--- src/rtl/se2osd_pkg.sv ---
// ----------------------------------------------------------------------------
// se2osd_pkg
// Shared types, constants and tables of the se2 odometry step delta unit.
// ----------------------------------------------------------------------------
`default_nettype none

package se2osd_pkg;

	localparam int MAX_ITER      = 24;
	localparam int CORDIC_ITER_D = 16;
	localparam int ITW           = $clog2(MAX_ITER);

	localparam int CW  = 34;   // cordic vector and angle width
	localparam int TW  = 20;   // rounded cos / sin width
	localparam int PW  = 40;   // position width, q24.16 cm
	localparam int DW  = 41;   // position difference width
	localparam int AW  = 62;   // accumulator width
	localparam int MAW = 22;   // multiplier operand a width
	localparam int MPW = MAW + TW;

	localparam logic signed [CW-1:0] CORDIC_GAIN_Q30 = 34'sd652032874;
	localparam logic signed [16:0]   HALF_PI_Q13     = 17'sd12868;
	localparam logic signed [16:0]   PI_Q13          = 17'sd25736;
	localparam logic signed [16:0]   TWO_PI_Q13      = 17'sd51472;
	localparam logic signed [15:0]   OFFSET_RESET    = 16'sd15;

	localparam logic signed [CW-1:0] ATAN_Q29 [0:MAX_ITER-1] = '{
		34'sd421657428, 34'sd248918915, 34'sd131521918, 34'sd66762580,
		34'sd33510843, 34'sd16771757, 34'sd8387925, 34'sd4194219,
		34'sd2097141, 34'sd1048575, 34'sd524288, 34'sd262144,
		34'sd131072, 34'sd65536, 34'sd32768, 34'sd16384,
		34'sd8192, 34'sd4096, 34'sd2048, 34'sd1024,
		34'sd512, 34'sd256, 34'sd128, 34'sd64
	};

	typedef enum logic [3:0] {
		MAC_NONE,
		MAC_OFF_C,
		MAC_OFF_S,
		MAC_CP_DXL,
		MAC_CP_DXH,
		MAC_SP_DYL,
		MAC_SP_DYH,
		MAC_CP_DYL,
		MAC_CP_DYH,
		MAC_SP_DXL,
		MAC_SP_DXH
	} mac_op_t;

	typedef enum logic [4:0] {
		ST_IDLE,
		ST_COR_INIT,
		ST_COR_RUN,
		ST_COR_DONE,
		ST_OFF_C,
		ST_OFF_S,
		ST_SX_WAIT,
		ST_DIFF,
		ST_RX_CL,
		ST_RX_CH,
		ST_RX_SL,
		ST_RX_SH,
		ST_RX_WAIT,
		ST_RX_LATCH,
		ST_RY_CL,
		ST_RY_CH,
		ST_RY_SL,
		ST_RY_SH,
		ST_RY_WAIT,
		ST_FINISH
	} state_t;

	typedef struct packed {
		logic    load;
		logic    cor_init;
		logic    cor_sel;    // 0 current heading, 1 previous heading
		logic    cor_step;
		logic    cor_latch;
		mac_op_t mac;
		logic    diff;
		logic    lat_rx;
		logic    finish;
	} cmd_t;

	typedef struct packed {
		logic cor_last;
	} sts_t;

endpackage

`default_nettype wire

--- src/rtl/se2osd_if.sv ---
// ----------------------------------------------------------------------------
// se2osd channel interfaces
// Pose input, step output and offset configuration channels.
// ----------------------------------------------------------------------------
`default_nettype none

interface se2osd_pose_if;
	logic               valid;
	logic               ready;
	logic signed [31:0] pos_x;
	logic signed [31:0] pos_y;
	logic signed [15:0] heading;
	modport source (output valid, pos_x, pos_y, heading, input ready);
	modport sink (input valid, pos_x, pos_y, heading, output ready);
endinterface

interface se2osd_step_if;
	logic               valid;
	logic               ready;
	logic signed [39:0] step_x;
	logic signed [39:0] step_y;
	logic signed [15:0] step_heading;
	modport source (output valid, step_x, step_y, step_heading, input ready);
	modport sink (input valid, step_x, step_y, step_heading, output ready);
endinterface

interface se2osd_cfg_if;
	logic               valid;
	logic               ready;
	logic signed [15:0] data;
	modport source (output valid, data, input ready);
	modport sink (input valid, data, output ready);
endinterface

`default_nettype wire

--- src/rtl/se2osd_dpath.sv ---
// ----------------------------------------------------------------------------
// se2osd_dpath
// Cordic sin/cos unit, shared multiply-accumulate and pose state registers.
// ----------------------------------------------------------------------------
`default_nettype none

module se2osd_dpath #(
	parameter int CORDIC_ITERATIONS = se2osd_pkg::CORDIC_ITER_D
) (
	input  wire                       clk,
	input  wire                       arst_n,
	input  wire se2osd_pkg::cmd_t     cmd,
	output se2osd_pkg::sts_t          sts,
	input  wire logic signed [31:0]   pos_x,
	input  wire logic signed [31:0]   pos_y,
	input  wire logic signed [15:0]   heading,
	input  wire logic                 cfg_wr,
	input  wire logic signed [15:0]   cfg_data,
	output logic signed [39:0]        step_x,
	output logic signed [39:0]        step_y,
	output logic signed [15:0]        step_heading
);

	localparam int CW  = se2osd_pkg::CW;
	localparam int TW  = se2osd_pkg::TW;
	localparam int PW  = se2osd_pkg::PW;
	localparam int DW  = se2osd_pkg::DW;
	localparam int AW  = se2osd_pkg::AW;
	localparam int MAW = se2osd_pkg::MAW;
	localparam int MPW = se2osd_pkg::MPW;
	localparam int ITW = se2osd_pkg::ITW;

	// pose state
	logic signed [15:0]   off_q;
	logic signed [PW-1:0] prev_x_q, prev_y_q;
	logic signed [15:0]   prev_h_q;

	// item registers
	logic signed [15:0]   h_q;
	logic signed [PW-1:0] sx_q, sy_q;
	logic signed [DW-1:0] dx_q, dy_q;

	// cordic
	logic signed [CW-1:0] x_q, y_q, z_q;
	logic [ITW-1:0]       it_q;
	logic                 sel_q, neg_q;
	logic signed [TW-1:0] c_q, s_q, cp_q, sp_q;

	// multiply-accumulate
	logic signed [MAW-1:0] ma;
	logic signed [TW-1:0]  mb;
	logic signed [MPW-1:0] prod;
	logic signed [MPW-1:0] prod_s1;
	se2osd_pkg::mac_op_t   mac_s1;
	logic signed [AW-1:0]  acc_q, acc_d, term;
	logic                  acc_en, acc_clr, acc_sub, acc_hi;
	logic signed [AW-1:0]  rnd;
	logic signed [39:0]    rx_q;

	logic signed [15:0]    ang, ang_r;
	logic                  ang_neg;
	logic signed [16:0]    ang17;
	logic signed [CW-1:0]  xs, ys;
	logic signed [CW-1:0]  xr, yr;
	logic signed [TW-1:0]  cv, sv;
	logic signed [16:0]    dh;
	logic signed [PW-1:0]  px40, py40;

	function automatic logic signed [39:0] sat40(input logic signed [AW-1:0] a);
		logic signed [39:0] r;
		r = a[39:0];
		if (!a[AW-1] && (|a[AW-2:39]))
			r = {1'b0, {39{1'b1}}};
		else if (a[AW-1] && !(&a[AW-2:39]))
			r = {1'b1, {39{1'b0}}};
		return r;
	endfunction

	assign sts.cor_last = (it_q == ITW'(CORDIC_ITERATIONS - 1));

	// range reduction into plus or minus half pi
	always_comb begin
		ang   = cmd.cor_sel ? prev_h_q : h_q;
		ang17 = {ang[15], ang};
		ang_r = ang;
		ang_neg = 1'b0;
		if (ang17 > se2osd_pkg::HALF_PI_Q13) begin
			ang_r   = 16'(ang17 - se2osd_pkg::PI_Q13);
			ang_neg = 1'b1;
		end else if (ang17 < -se2osd_pkg::HALF_PI_Q13) begin
			ang_r   = 16'(ang17 + se2osd_pkg::PI_Q13);
			ang_neg = 1'b1;
		end
	end

	assign xs = x_q >>> it_q;
	assign ys = y_q >>> it_q;
	assign xr = x_q + CW'(8192);
	assign yr = y_q + CW'(8192);
	assign cv = neg_q ? -xr[CW-1:14] : xr[CW-1:14];
	assign sv = neg_q ? -yr[CW-1:14] : yr[CW-1:14];

	always_ff @(posedge clk) begin
		if (cmd.cor_init) begin
			x_q   <= se2osd_pkg::CORDIC_GAIN_Q30;
			y_q   <= '0;
			z_q   <= {{2{ang_r[15]}}, ang_r, 16'b0};
			it_q  <= '0;
			sel_q <= cmd.cor_sel;
			neg_q <= ang_neg;
		end else if (cmd.cor_step) begin
			if (!z_q[CW-1]) begin
				x_q <= x_q - ys;
				y_q <= y_q + xs;
				z_q <= z_q - se2osd_pkg::ATAN_Q29[it_q];
			end else begin
				x_q <= x_q + ys;
				y_q <= y_q - xs;
				z_q <= z_q + se2osd_pkg::ATAN_Q29[it_q];
			end
			it_q <= it_q + ITW'(1);
		end
		if (cmd.cor_latch) begin
			if (sel_q) begin
				cp_q <= cv;
				sp_q <= sv;
			end else begin
				c_q <= cv;
				s_q <= sv;
			end
		end
	end

	// multiplier operand select
	always_comb begin
		ma = '0;
		mb = '0;
		case (cmd.mac)
			se2osd_pkg::MAC_OFF_C: begin
				ma = MAW'(off_q);
				mb = c_q;
			end
			se2osd_pkg::MAC_OFF_S: begin
				ma = MAW'(off_q);
				mb = s_q;
			end
			se2osd_pkg::MAC_CP_DXL: begin
				ma = {1'b0, dx_q[20:0]};
				mb = cp_q;
			end
			se2osd_pkg::MAC_CP_DXH: begin
				ma = {{2{dx_q[DW-1]}}, dx_q[DW-1:21]};
				mb = cp_q;
			end
			se2osd_pkg::MAC_SP_DYL: begin
				ma = {1'b0, dy_q[20:0]};
				mb = sp_q;
			end
			se2osd_pkg::MAC_SP_DYH: begin
				ma = {{2{dy_q[DW-1]}}, dy_q[DW-1:21]};
				mb = sp_q;
			end
			se2osd_pkg::MAC_CP_DYL: begin
				ma = {1'b0, dy_q[20:0]};
				mb = cp_q;
			end
			se2osd_pkg::MAC_CP_DYH: begin
				ma = {{2{dy_q[DW-1]}}, dy_q[DW-1:21]};
				mb = cp_q;
			end
			se2osd_pkg::MAC_SP_DXL: begin
				ma = {1'b0, dx_q[20:0]};
				mb = sp_q;
			end
			se2osd_pkg::MAC_SP_DXH: begin
				ma = {{2{dx_q[DW-1]}}, dx_q[DW-1:21]};
				mb = sp_q;
			end
			default: begin
				ma = '0;
				mb = '0;
			end
		endcase
	end

	assign prod = ma * mb;

	always_ff @(posedge clk) begin
		prod_s1 <= prod;
	end

	always_ff @(posedge clk or negedge arst_n) begin
		if (!arst_n) begin
			mac_s1 <= se2osd_pkg::MAC_NONE;
		end else begin
			mac_s1 <= cmd.mac;
		end
	end

	// accumulate stage decode
	always_comb begin
		acc_en  = 1'b1;
		acc_clr = 1'b0;
		acc_sub = 1'b0;
		acc_hi  = 1'b0;
		case (mac_s1)
			se2osd_pkg::MAC_CP_DXL: acc_clr = 1'b1;
			se2osd_pkg::MAC_CP_DYL: acc_clr = 1'b1;
			se2osd_pkg::MAC_CP_DXH: acc_hi = 1'b1;
			se2osd_pkg::MAC_SP_DYH: acc_hi = 1'b1;
			se2osd_pkg::MAC_CP_DYH: acc_hi = 1'b1;
			se2osd_pkg::MAC_SP_DYL: acc_en = 1'b1;
			se2osd_pkg::MAC_SP_DXL: acc_sub = 1'b1;
			se2osd_pkg::MAC_SP_DXH: begin
				acc_sub = 1'b1;
				acc_hi  = 1'b1;
			end
			default: acc_en = 1'b0;
		endcase
		term  = acc_hi ? (AW'(prod_s1) <<< 21) : AW'(prod_s1);
		acc_d = (acc_clr ? '0 : acc_q) + (acc_sub ? -term : term);
	end

	always_ff @(posedge clk) begin
		if (acc_en)
			acc_q <= acc_d;
	end

	assign rnd = (acc_q + AW'(32768)) >>> 16;

	assign px40 = PW'(pos_x);
	assign py40 = PW'(pos_y);

	// heading change, one wrap step
	always_comb begin
		dh = {h_q[15], h_q} - {prev_h_q[15], prev_h_q};
		if (dh > se2osd_pkg::PI_Q13)
			dh = dh - se2osd_pkg::TWO_PI_Q13;
		else if (dh < -se2osd_pkg::PI_Q13)
			dh = dh + se2osd_pkg::TWO_PI_Q13;
	end

	always_ff @(posedge clk) begin
		if (cmd.load) begin
			h_q  <= heading;
			sx_q <= (px40 <<< 6) + (px40 <<< 5) + (px40 <<< 2);
			sy_q <= (py40 <<< 6) + (py40 <<< 5) + (py40 <<< 2);
		end else if (mac_s1 == se2osd_pkg::MAC_OFF_C) begin
			sx_q <= sx_q + prod_s1[PW-1:0];
		end else if (mac_s1 == se2osd_pkg::MAC_OFF_S) begin
			sy_q <= sy_q + prod_s1[PW-1:0];
		end
		if (cmd.diff) begin
			dx_q <= DW'(sx_q) - DW'(prev_x_q);
			dy_q <= DW'(sy_q) - DW'(prev_y_q);
		end
		if (cmd.lat_rx)
			rx_q <= sat40(rnd);
		if (cmd.finish) begin
			step_x       <= rx_q;
			step_y       <= sat40(rnd);
			step_heading <= dh[15:0];
		end
	end

	always_ff @(posedge clk or negedge arst_n) begin
		if (!arst_n) begin
			off_q    <= se2osd_pkg::OFFSET_RESET;
			prev_x_q <= {{8{se2osd_pkg::OFFSET_RESET[15]}}, se2osd_pkg::OFFSET_RESET, 16'b0};
			prev_y_q <= '0;
			prev_h_q <= '0;
		end else if (cfg_wr) begin
			// new offset starts a new track
			off_q    <= cfg_data;
			prev_x_q <= {{8{cfg_data[15]}}, cfg_data, 16'b0};
			prev_y_q <= '0;
			prev_h_q <= '0;
		end else if (cmd.finish) begin
			prev_x_q <= sx_q;
			prev_y_q <= sy_q;
			prev_h_q <= h_q;
		end
	end

endmodule

`default_nettype wire

--- src/rtl/se2osd_ctrl.sv ---
// ----------------------------------------------------------------------------
// se2osd_ctrl
// Sequencer of the step delta unit: cordic passes, multiply steps, output.
// ----------------------------------------------------------------------------
`default_nettype none

module se2osd_ctrl (
	input  wire                clk,
	input  wire                arst_n,
	input  wire logic          in_valid,
	output logic               in_ready,
	output logic               out_valid,
	input  wire logic          out_ready,
	output se2osd_pkg::cmd_t   cmd,
	input  wire se2osd_pkg::sts_t sts
);

	se2osd_pkg::state_t state_q, state_d;
	logic pass_q, pass_d;
	logic out_valid_q;

	always_ff @(posedge clk or negedge arst_n) begin
		if (!arst_n) begin
			state_q     <= se2osd_pkg::ST_IDLE;
			pass_q      <= 1'b0;
			out_valid_q <= 1'b0;
		end else begin
			state_q <= state_d;
			pass_q  <= pass_d;
			if (cmd.finish)
				out_valid_q <= 1'b1;
			else if (out_ready)
				out_valid_q <= 1'b0;
		end
	end

	assign out_valid = out_valid_q;

	always_comb begin
		state_d       = state_q;
		pass_d        = pass_q;
		in_ready      = 1'b0;
		cmd.load      = 1'b0;
		cmd.cor_init  = 1'b0;
		cmd.cor_sel   = pass_q;
		cmd.cor_step  = 1'b0;
		cmd.cor_latch = 1'b0;
		cmd.mac       = se2osd_pkg::MAC_NONE;
		cmd.diff      = 1'b0;
		cmd.lat_rx    = 1'b0;
		cmd.finish    = 1'b0;
		case (state_q)
			se2osd_pkg::ST_IDLE: begin
				in_ready = 1'b1;
				if (in_valid) begin
					cmd.load = 1'b1;
					pass_d   = 1'b0;
					state_d  = se2osd_pkg::ST_COR_INIT;
				end
			end
			se2osd_pkg::ST_COR_INIT: begin
				cmd.cor_init = 1'b1;
				state_d      = se2osd_pkg::ST_COR_RUN;
			end
			se2osd_pkg::ST_COR_RUN: begin
				cmd.cor_step = 1'b1;
				if (sts.cor_last)
					state_d = se2osd_pkg::ST_COR_DONE;
			end
			se2osd_pkg::ST_COR_DONE: begin
				cmd.cor_latch = 1'b1;
				if (!pass_q) begin
					pass_d  = 1'b1;
					state_d = se2osd_pkg::ST_COR_INIT;
				end else begin
					state_d = se2osd_pkg::ST_OFF_C;
				end
			end
			se2osd_pkg::ST_OFF_C: begin
				cmd.mac = se2osd_pkg::MAC_OFF_C;
				state_d = se2osd_pkg::ST_OFF_S;
			end
			se2osd_pkg::ST_OFF_S: begin
				cmd.mac = se2osd_pkg::MAC_OFF_S;
				state_d = se2osd_pkg::ST_SX_WAIT;
			end
			se2osd_pkg::ST_SX_WAIT: state_d = se2osd_pkg::ST_DIFF;
			se2osd_pkg::ST_DIFF: begin
				cmd.diff = 1'b1;
				state_d  = se2osd_pkg::ST_RX_CL;
			end
			se2osd_pkg::ST_RX_CL: begin
				cmd.mac = se2osd_pkg::MAC_CP_DXL;
				state_d = se2osd_pkg::ST_RX_CH;
			end
			se2osd_pkg::ST_RX_CH: begin
				cmd.mac = se2osd_pkg::MAC_CP_DXH;
				state_d = se2osd_pkg::ST_RX_SL;
			end
			se2osd_pkg::ST_RX_SL: begin
				cmd.mac = se2osd_pkg::MAC_SP_DYL;
				state_d = se2osd_pkg::ST_RX_SH;
			end
			se2osd_pkg::ST_RX_SH: begin
				cmd.mac = se2osd_pkg::MAC_SP_DYH;
				state_d = se2osd_pkg::ST_RX_WAIT;
			end
			se2osd_pkg::ST_RX_WAIT: state_d = se2osd_pkg::ST_RX_LATCH;
			se2osd_pkg::ST_RX_LATCH: begin
				cmd.lat_rx = 1'b1;
				state_d    = se2osd_pkg::ST_RY_CL;
			end
			se2osd_pkg::ST_RY_CL: begin
				cmd.mac = se2osd_pkg::MAC_CP_DYL;
				state_d = se2osd_pkg::ST_RY_CH;
			end
			se2osd_pkg::ST_RY_CH: begin
				cmd.mac = se2osd_pkg::MAC_CP_DYH;
				state_d = se2osd_pkg::ST_RY_SL;
			end
			se2osd_pkg::ST_RY_SL: begin
				cmd.mac = se2osd_pkg::MAC_SP_DXL;
				state_d = se2osd_pkg::ST_RY_SH;
			end
			se2osd_pkg::ST_RY_SH: begin
				cmd.mac = se2osd_pkg::MAC_SP_DXH;
				state_d = se2osd_pkg::ST_RY_WAIT;
			end
			se2osd_pkg::ST_RY_WAIT: state_d = se2osd_pkg::ST_FINISH;
			se2osd_pkg::ST_FINISH: begin
				// hold until the output register is free
				if (!out_valid_q || out_ready) begin
					cmd.finish = 1'b1;
					state_d    = se2osd_pkg::ST_IDLE;
				end
			end
			default: state_d = se2osd_pkg::ST_IDLE;
		endcase
	end

	a_finish_free: assert property (@(posedge clk) disable iff (!arst_n)
		cmd.finish |-> (!out_valid_q || out_ready))
		else $error("result overwrites a pending transfer");

	a_accept_starts: assert property (@(posedge clk) disable iff (!arst_n)
		(in_valid && in_ready) |=> (state_q == se2osd_pkg::ST_COR_INIT && !pass_q))
		else $error("accepted pose did not start the first cordic pass");

	a_finish_valid: assert property (@(posedge clk) disable iff (!arst_n)
		cmd.finish |=> (out_valid && state_q == se2osd_pkg::ST_IDLE))
		else $error("finished result not presented");

	a_cordic_end: assert property (@(posedge clk) disable iff (!arst_n)
		(state_q == se2osd_pkg::ST_COR_RUN && sts.cor_last)
		|=> state_q == se2osd_pkg::ST_COR_DONE)
		else $error("cordic run did not end on last iteration");

endmodule

`default_nettype wire

--- src/rtl/se2_odometry_step_delta_unit.sv ---
// ----------------------------------------------------------------------------
// se2_odometry_step_delta_unit
// Relative se2 step of the sensor pose from absolute odometry poses.
// ----------------------------------------------------------------------------
// channel  dir  payload
// pose     in   pos_x[31:0] pos_y[31:0] heading[15:0]
// step     out  step_x[39:0] step_y[39:0] step_heading[15:0]
// cfg      in   data[15:0] (sensor offset, cm)
//
// one pose passes twice through the shared cordic unit, then through ten
// multiply steps, before its result reaches the output register
// a new pose is taken once the previous one has reached the output register
// the result waits in the output register while step is stalled
// arst_n clears the sequencer; offset resets to 15 cm, the previous pose to
// (offset, 0, 0); an offset write reloads that start pose
`default_nettype none

module se2_odometry_step_delta_unit #(
	parameter int CORDIC_ITERATIONS = se2osd_pkg::CORDIC_ITER_D
) (
	input wire           clk,
	input wire           arst_n,
	se2osd_pose_if.sink  pose,
	se2osd_step_if.source step,
	se2osd_cfg_if.sink   cfg
);

	se2osd_pkg::cmd_t cmd;
	se2osd_pkg::sts_t sts;

	assign cfg.ready = 1'b1;

	se2osd_ctrl u_ctrl (
		.clk       (clk),
		.arst_n    (arst_n),
		.in_valid  (pose.valid),
		.in_ready  (pose.ready),
		.out_valid (step.valid),
		.out_ready (step.ready),
		.cmd       (cmd),
		.sts       (sts)
	);

	se2osd_dpath #(
		.CORDIC_ITERATIONS (CORDIC_ITERATIONS)
	) u_dpath (
		.clk          (clk),
		.arst_n       (arst_n),
		.cmd          (cmd),
		.sts          (sts),
		.pos_x        (pose.pos_x),
		.pos_y        (pose.pos_y),
		.heading      (pose.heading),
		.cfg_wr       (cfg.valid),
		.cfg_data     (cfg.data),
		.step_x       (step.step_x),
		.step_y       (step.step_y),
		.step_heading (step.step_heading)
	);

endmodule

`default_nettype wire
--- src/flat_wrapper.sv ---
// flat-port wrapper written by rule: the top's interface ports become plain ports
module se2_odometry_step_delta_unit_flat 
#(
	parameter int CORDIC_ITERATIONS = se2osd_pkg::CORDIC_ITER_D
)
  (clk, arst_n, pose_valid, pose_pos_x, pose_pos_y, pose_heading, pose_ready, step_valid, step_step_x, step_step_y, step_step_heading, step_ready, cfg_valid, cfg_data, cfg_ready);
  se2osd_pose_if pose_i ();
  se2osd_step_if step_i ();
  se2osd_cfg_if cfg_i ();
  input wire clk;
  input wire arst_n;
  input wire logic [$bits(pose_i.valid)-1:0] pose_valid;
  input wire logic [$bits(pose_i.pos_x)-1:0] pose_pos_x;
  input wire logic [$bits(pose_i.pos_y)-1:0] pose_pos_y;
  input wire logic [$bits(pose_i.heading)-1:0] pose_heading;
  output wire logic [$bits(pose_i.ready)-1:0] pose_ready;
  output wire logic [$bits(step_i.valid)-1:0] step_valid;
  output wire logic [$bits(step_i.step_x)-1:0] step_step_x;
  output wire logic [$bits(step_i.step_y)-1:0] step_step_y;
  output wire logic [$bits(step_i.step_heading)-1:0] step_step_heading;
  input wire logic [$bits(step_i.ready)-1:0] step_ready;
  input wire logic [$bits(cfg_i.valid)-1:0] cfg_valid;
  input wire logic [$bits(cfg_i.data)-1:0] cfg_data;
  output wire logic [$bits(cfg_i.ready)-1:0] cfg_ready;
  assign pose_i.valid = pose_valid;
  assign pose_i.pos_x = pose_pos_x;
  assign pose_i.pos_y = pose_pos_y;
  assign pose_i.heading = pose_heading;
  assign pose_ready = pose_i.ready;
  assign step_valid = step_i.valid;
  assign step_step_x = step_i.step_x;
  assign step_step_y = step_i.step_y;
  assign step_step_heading = step_i.step_heading;
  assign step_i.ready = step_ready;
  assign cfg_i.valid = cfg_valid;
  assign cfg_i.data = cfg_data;
  assign cfg_ready = cfg_i.ready;
  se2_odometry_step_delta_unit #(.CORDIC_ITERATIONS(CORDIC_ITERATIONS)) u_core (.clk(clk), .arst_n(arst_n), .pose(pose_i), .step(step_i), .cfg(cfg_i));
endmodule
--- config.mk ---
export PLATFORM = sky130hd
export DESIGN_NAME = se2_odometry_step_delta_unit_flat
export DESIGN_NICKNAME = d
export VERILOG_FILES = /design/src/rtl/se2osd_pkg.sv /design/src/rtl/se2osd_if.sv /design/src/rtl/se2osd_dpath.sv /design/src/rtl/se2osd_ctrl.sv /design/src/rtl/se2_odometry_step_delta_unit.sv /design/src/flat_wrapper.sv
export SDC_FILE = /design/constraint.sdc
export NUM_CORES = 2
export LEC_CHECK = 0
export BUFFER_PORTS_ARGS = -buffer_cell sky130_fd_sc_hd__buf_2
export CORE_UTILIZATION = 40
export DETAILED_ROUTE_END_ITERATION = 10
export MAX_ROUTING_LAYER = met4
export PLACE_DENSITY = 0.56
export SETUP_SLACK_MARGIN = 0.02
export SLEW_MARGIN = 20
export SYNTH_ARGS = -nofsm -noshare
export SYNTH_HDL_FRONTEND = slang
export SYNTH_SLANG_ARGS = --single-unit
--- constraint.sdc ---
create_clock -name clk -period 22.1 [get_ports clk]
set_input_delay 3.315 -clock clk [delete_from_list [all_inputs] [get_ports clk]]
set_output_delay 3.315 -clock clk [all_outputs]
set_load 0.01 [all_outputs]
-- Word-level counts from Yosys, hierarchy flattened
Memories as Yosys holds them, arrays and structs flattened.
Cells that the tools add are included.
- output and inout bits: 99
- bits in latches: 0
- flip-flop bits (word level): 730
- input port bits: 101
- memory bits (writable): 0
- ROM bits: 1088
- memories kept: 1
- memories (memory ; words ; bits a word ; rd ports ; clocked after Yosys merged registers in ; wr ports ; RTL line ; RTL):
    (name not given) ; 32 ; 34 ; 1 ; 0 ; 0 ; se2osd_dpath.sv:119 ; z_q <= z_q + se2osd_pkg::ATAN_Q29[it_q];
- multiplexer cells: 57
- bitwise gates (word level): 2
- equality and inequality tests: 44
- shifts and indexed selects: 2
- reduce and logical (&&, ||, !) cells: 31
- magnitude comparators: 5
- div/mod/pow operators: 0
- multipliers: 1
- $add $sub $neg: 27
- operator list (operator ; number):
    40-bit 2-to-1 mux ; 11
    34-bit 2-to-1 mux ; 7
    62-bit 2-to-1 mux ; 3
    16-bit 2-to-1 mux ; 7
    22-bit one-hot mux with 5 select lines ; 1
    34-bit adder ; 3
    34-bit subtractor ; 3
    5-bit one-hot mux with 20 select lines ; 1
    40-bit by 40-bit subtractor with 41-bit output ; 2
    39-bit by 34-bit adder with 40-bit output ; 2
    40-bit adder ; 2
    20-bit one-hot mux with 4 select lines ; 1
    38-bit by 37-bit adder with 39-bit output ; 2
    34-bit by 15-bit adder with 34-bit output (second input constant) ; 2
    34-bit by 5-bit >>> shifter with 34-bit output ; 2
    62-bit by 17-bit adder with 62-bit output (second input constant) ; 1
    62-bit adder ; 1
    62-bit negation ; 1
    5-bit by 4-bit equality test with 1-bit output (second input constant) ; 9
    22-bit by 20-bit multiplier with 42-bit output ; 1
    20-bit 2-to-1 mux ; 2
    20-bit negation ; 2
    4-bit one-hot mux with 10 select lines ; 1
    4-bit by 3-bit equality test with 1-bit output (second input constant) ; 8
    other kinds (38) ; 94

-- Longest topological paths before layout
- depth in word-level cells: 8
- gate-level depth with buffers: 36
- gate-level depth less buffers: 32

-- Modules after synthesis
Synthesis repeated with hierarchy kept, for this count alone.
- cells, all modules: 8523
- area total of the unflattened synthesis: 77150.2 µm²
- modules (own cells, without submodules) (module ; area each (µm²) ; times used ; sequential area each (µm²) ; cells each):
    se2osd_dpath ; 76555.9 ; 1 ; 19829.0 ; 8446
    se2osd_ctrl ; 583.1 ; 1 ; 175.2 ; 75
    se2_odometry_step_delta_unit ; 11.3 ; 1 ; 0.0 ; 2

-- Worst setup path before layout
Ideal clock, no wire load.
- path kind: reg-to-reg
- from: register u_core.u_ctrl.state_q[3]
- to: register u_core.u_dpath.prod_s1[41]
- library setup time: 72 ps
- setup slack: 13459 ps
- clock period less this slack: 8641 ps
- data arrival time: 8569 ps
- required time: 22028 ps
- stages on the path, launching flop included: 31
- cells stage by stage: dfrtp_1 > clkbuf_1 > nand2b_1 > a2111oi_0 > clkbuf_1 > a222oi_1 > nand2_1 > clkbuf_1 > nand2_1 > fa_1 > inv_1 > fa_1 > fa_1 > fa_1 > fa_1 > fa_1 > inv_1 > fa_1 > inv_1 > ha_1 > a21o_1 > a21o_1 > a21oi_1 > o21ai_0 > a311oi_1 > nor4_1 > o311ai_0 > nand2_1 > a21o_1 > a21oi_1 > xnor2_1
- longest elaborated chain between the ends: 6
- elaborated cells between the ends (all ways): 31
- those cells by class: mul (1); eq/ne (20); mux (3); reduce/logical (7)
- RTL lines (what ; RTL line ; RTL):
    start: declaration ; se2osd_ctrl.sv:18 ; se2osd_pkg::state_t state_q, state_d;
    start signal: assignment ; se2osd_ctrl.sv:24 ; state_q <= se2osd_pkg::ST_IDLE;
    start signal: assignment ; se2osd_ctrl.sv:28 ; state_q <= state_d;
    5-bit equality test, or another cell as far along ; se2osd_ctrl.sv:52 ; case (state_q)
    4-bit one-hot mux with 10 select lines (*) ; se2osd_ctrl.sv:52 ;
    4-bit equality test, or another cell as far along ; se2osd_dpath.sv:138 ; case (cmd.mac)
    4-bit OR reduction (no line) / 2-bit OR reduction (equally long branches) ; - ;
    20-bit one-hot mux with 4 select lines / 22-bit one-hot mux with 5 select lines (equally long branches) ; se2osd_dpath.sv:138 ;
    22-bit by 20-bit multiplier with 42-bit output (*) ; se2osd_dpath.sv:186 ; assign prod = ma * mb;
    named net u_core.u_dpath.prod[41] ; se2osd_dpath.sv:52 ; logic signed [MPW-1:0] prod;
    end signal: assignment ; se2osd_dpath.sv:189 ; prod_s1 <= prod;
    end: declaration ; se2osd_dpath.sv:53 ; logic signed [MPW-1:0] prod_s1;
The timed path passes the listed nets; every way through them passes the cells marked *.
A chain may end at the register's enable or synchronous reset.

-- Worst setup path after layout
- from: register u_core.u_ctrl.state_q[4]
- to: register u_core.u_dpath.prod_s1[38]
The elaborated chain is that of the path after synthesis.

==> reports/metrics.cfg <==
[run_status]
status = finished, violations left
violations = design-rule violations

[yosys]
synth_xor_area_share_pct = 7.55
synth_edf_count = 476
synthAdderAreaFrac_pct = 22.7
synthSimpleGateAreaFrac_pct = 14.8
synth_mux_area_share_pct = 4.69
synth_compound_area_share_pct = 17.5
syn-cell-area_um2 = 75800
yosysWarnings = 0
seq_area_frac_synth_pct = 26.4
synth_top_family_by_area = adder cells
yosys_register_bits = 730
syn_nets = 9564
post_synth.cell_area_avg_um2 = 9.02
synthFlopType = edfxtp_1
synth_cell_types = 109
synthCells = 8403
synthArstFlopShare_pct = 16.8

[cells_and_area]
n_fill_cell = 18500
drive_above_1_share_pct = 8.26
fin_nets = 9597
area_growth_pct = 8.89
layout_commonest_cell = nand2_1
fin_cells = 11000
final_cell_mix = nand2_1 (880), inv_1 (856), a21oi_1 (657)

[detailed_routing]
vias = 63100
routed_wl_um = 249000
drc = 34
detail-route-antenna-nets = 0
viasPerCell = 5.73
drt_iter0_markers = 5400
drtPass1Iterations = 11
routedWlPerCell_um = 22.6

[placement]
dp_slack_ps = 12180
gp_congestion = 0.994
post-place-cells = 10800
place.port_buffers = 198
dp_hpwl_um = 193000

[setup_path]
rr_startpoint = u_core.u_ctrl.state_q[4]
ff2ff_path_depth = 27
timing.rr.end = u_core.u_dpath.prod_s1[38]
rrSetupSlack_ps = 11950
cp.arrival_ps = 10770
cp-start-kind = register
end_kind = register
crit_required_ps = 22720
cp_max_fo = 24
crit_start = u_core.u_ctrl.state_q[4]
criticalPathCategory = register to register

[timing]
slew_headroom_pct = 22.0
fin_ws_ps = 11950
hold_viol = 0
tns_ps = 0
fin_crit_sh_pct = 45.9
finalMaxSlewViolations = 0
finClkSkew_ps = 60.7
worst_slew_pin_slew_ps = 1170
layout_min_cycle_time_ps = 10150
fmax_ghz = 0.0985
setup_viol = 0
rsz0062_at_grt = false

[clock_tree]
cts_hold_buf = 0
cts_root_buffer = clkbuf_16
htreeDepth = 3
post_cts_resized = 0
path_clk_slew_ps = 70
cts_buffer_depth = 3
clock_latency_ps = 760
clkSinkCount = 730
cts_made_buffers = 90
cts_tree = yes
post-cts-setup-buffer-count = 0

[grt]
antenna_found_initial = 12
grt_pass1_wl_um = 378000
grt_pass1_vias = 62000
track_usage_pct = 26.4
grt_max_degree = 109
grt-ovfl-total = 0

[min_path]
worstHoldStart = u_core.u_dpath.rx_q[35]
whs_path_depth = 0
min_to = u_core.u_dpath.step_x[35]
hold_path.class = register to register

[floorplan]
initial_utilization_pct = 40.3
dieWidth_um = 437
row_count = 159
core_region_area_um2 = 188000
die_h_um = 437
ioPinCount = 200
die_area_um2 = 191000

[flow_run]
cap_violations = 0

## worst max path at each step
stage / to / cells past startpoint
after detailed placement: u_core.u_dpath.prod_s1[41] / 30
after global placement: u_core.u_dpath.prod_s1[41] / 30
final: u_core.u_dpath.prod_s1[38] / 27
after CTS: u_core.u_dpath.prod_s1[41] / 30
after floorplan: u_core.u_dpath.prod_s1[41] / 30
after global routing: u_core.u_dpath.prod_s1[41] / 30
## per-layer routing
| metal | GRT usage, % | part of all wire [%] | vias to the layer above |
|---|---|---|---|
| met1 | 34.7 | 44 | 31300 |
| met5 | - | 0 | - |
| met2 | 41.6 | 46 | 1999 |
| met3 | 4.38 | 7.0 | 381 |
| li1 | - | - | 29500 |
| met4 | 7.93 | 3.2 | 0 |
## cell families after synthesis
| logic type | count (synthesis) |
|---|---|
| compound gates | 2077 |
| xor+xnor | 653 |
| fa+ha+maj | 1060 |
| buf+inv | 1226 |
| flops | 730 |
| mux | 233 |
| other cells | 1 |
| simple gates | 2423 |
## critical path, cell delays in order (launching register included)
cell	delay, ps
dfrtp_1	640
nand2b_1	410
a2111oi_2	120
buf_4	250
a222oi_1	920
nand2_1	760
nand2_1	300
fa_1	200
inv_1	60
fa_1	540
inv_1	60
fa_1	540
inv_1	60
fa_1	530
fa_1	440
fa_1	540
inv_1	50
fa_1	530
inv_1	40
ha_1	320
nand3_1	150
a2111oi_0	880
o211ai_1	310
a21oi_1	330
o21ai_0	280
a21oi_1	460
mux2i_1	230
nand3_1	70
## cell usage after synthesis (all sizes together), types with 131 or more instances
cell	count	share of area, %
nand2	881	4.4
inv	859	4.3
a21oi	660	4.4
nor2	621	3.1
ha	533	8.8
fa	527	14
edfxtp	476	19
o21ai	407	2.7
xnor2	376	4.3
clkbuf	292	1.4
xor2	277	3.2
a21o	234	2.3
nand3	158	1.1
nor3	140	0.93
dfxtp	131	3.5
## cell type report
| class | count | area, um^2 | share of cell area [%] |
|---|---|---|---|
| Timing Repair Buffer | 306 | 1830 | 2.22 |
| Clock buffer | 114 | 2410 | 2.92 |
| Multi-Input combinational cell | 6447 | 51200 | 62.0 |
| Antenna cell | 10 | 25.0 | 0.0303 |
| Sequential cell | 730 | 20000 | 24.3 |
| Tap cell | 2495 | 3120 | 3.78 |
| Clock inverter | 55 | 699 | 0.847 |
| Inverter | 861 | 3240 | 3.93 |
## registers in the layout, indices dropped and copies added, names as in the netlist, 20 cells and up
signal	count
u_core.u_dpath.dy_q	41
u_core.u_dpath.s_q	20
u_core.u_dpath.step_y	40
u_core.u_dpath.sy_q	40
u_core.u_dpath.cp_q	20
u_core.u_dpath.prev_y_q	40
u_core.u_dpath.acc_q	62
u_core.u_dpath.step_x	40
u_core.u_dpath.sp_q	20
u_core.u_dpath.prev_x_q	40
u_core.u_dpath.sx_q	40
u_core.u_dpath.y_q	34
u_core.u_dpath.dx_q	41
u_core.u_dpath.z_q	34
u_core.u_dpath.rx_q	40
u_core.u_dpath.prod_s1	42
u_core.u_dpath.c_q	20
u_core.u_dpath.x_q	34
## metrics by stage
stage	cell area (um^2)	utilization [%]	hold WS (ps)
2_1_floorplan	75800	-	400
3_3_place_gp	79400	42.2	400
3_5_place_dp	79400	42.2	405
4_1_cts	82500	43.9	418
5_1_grt	82500	43.9	427
6_report	82500	43.9	415
Power is not shown: default switching activity piles up to over one toggle a cycle in this logic, so the estimate is an artifact.
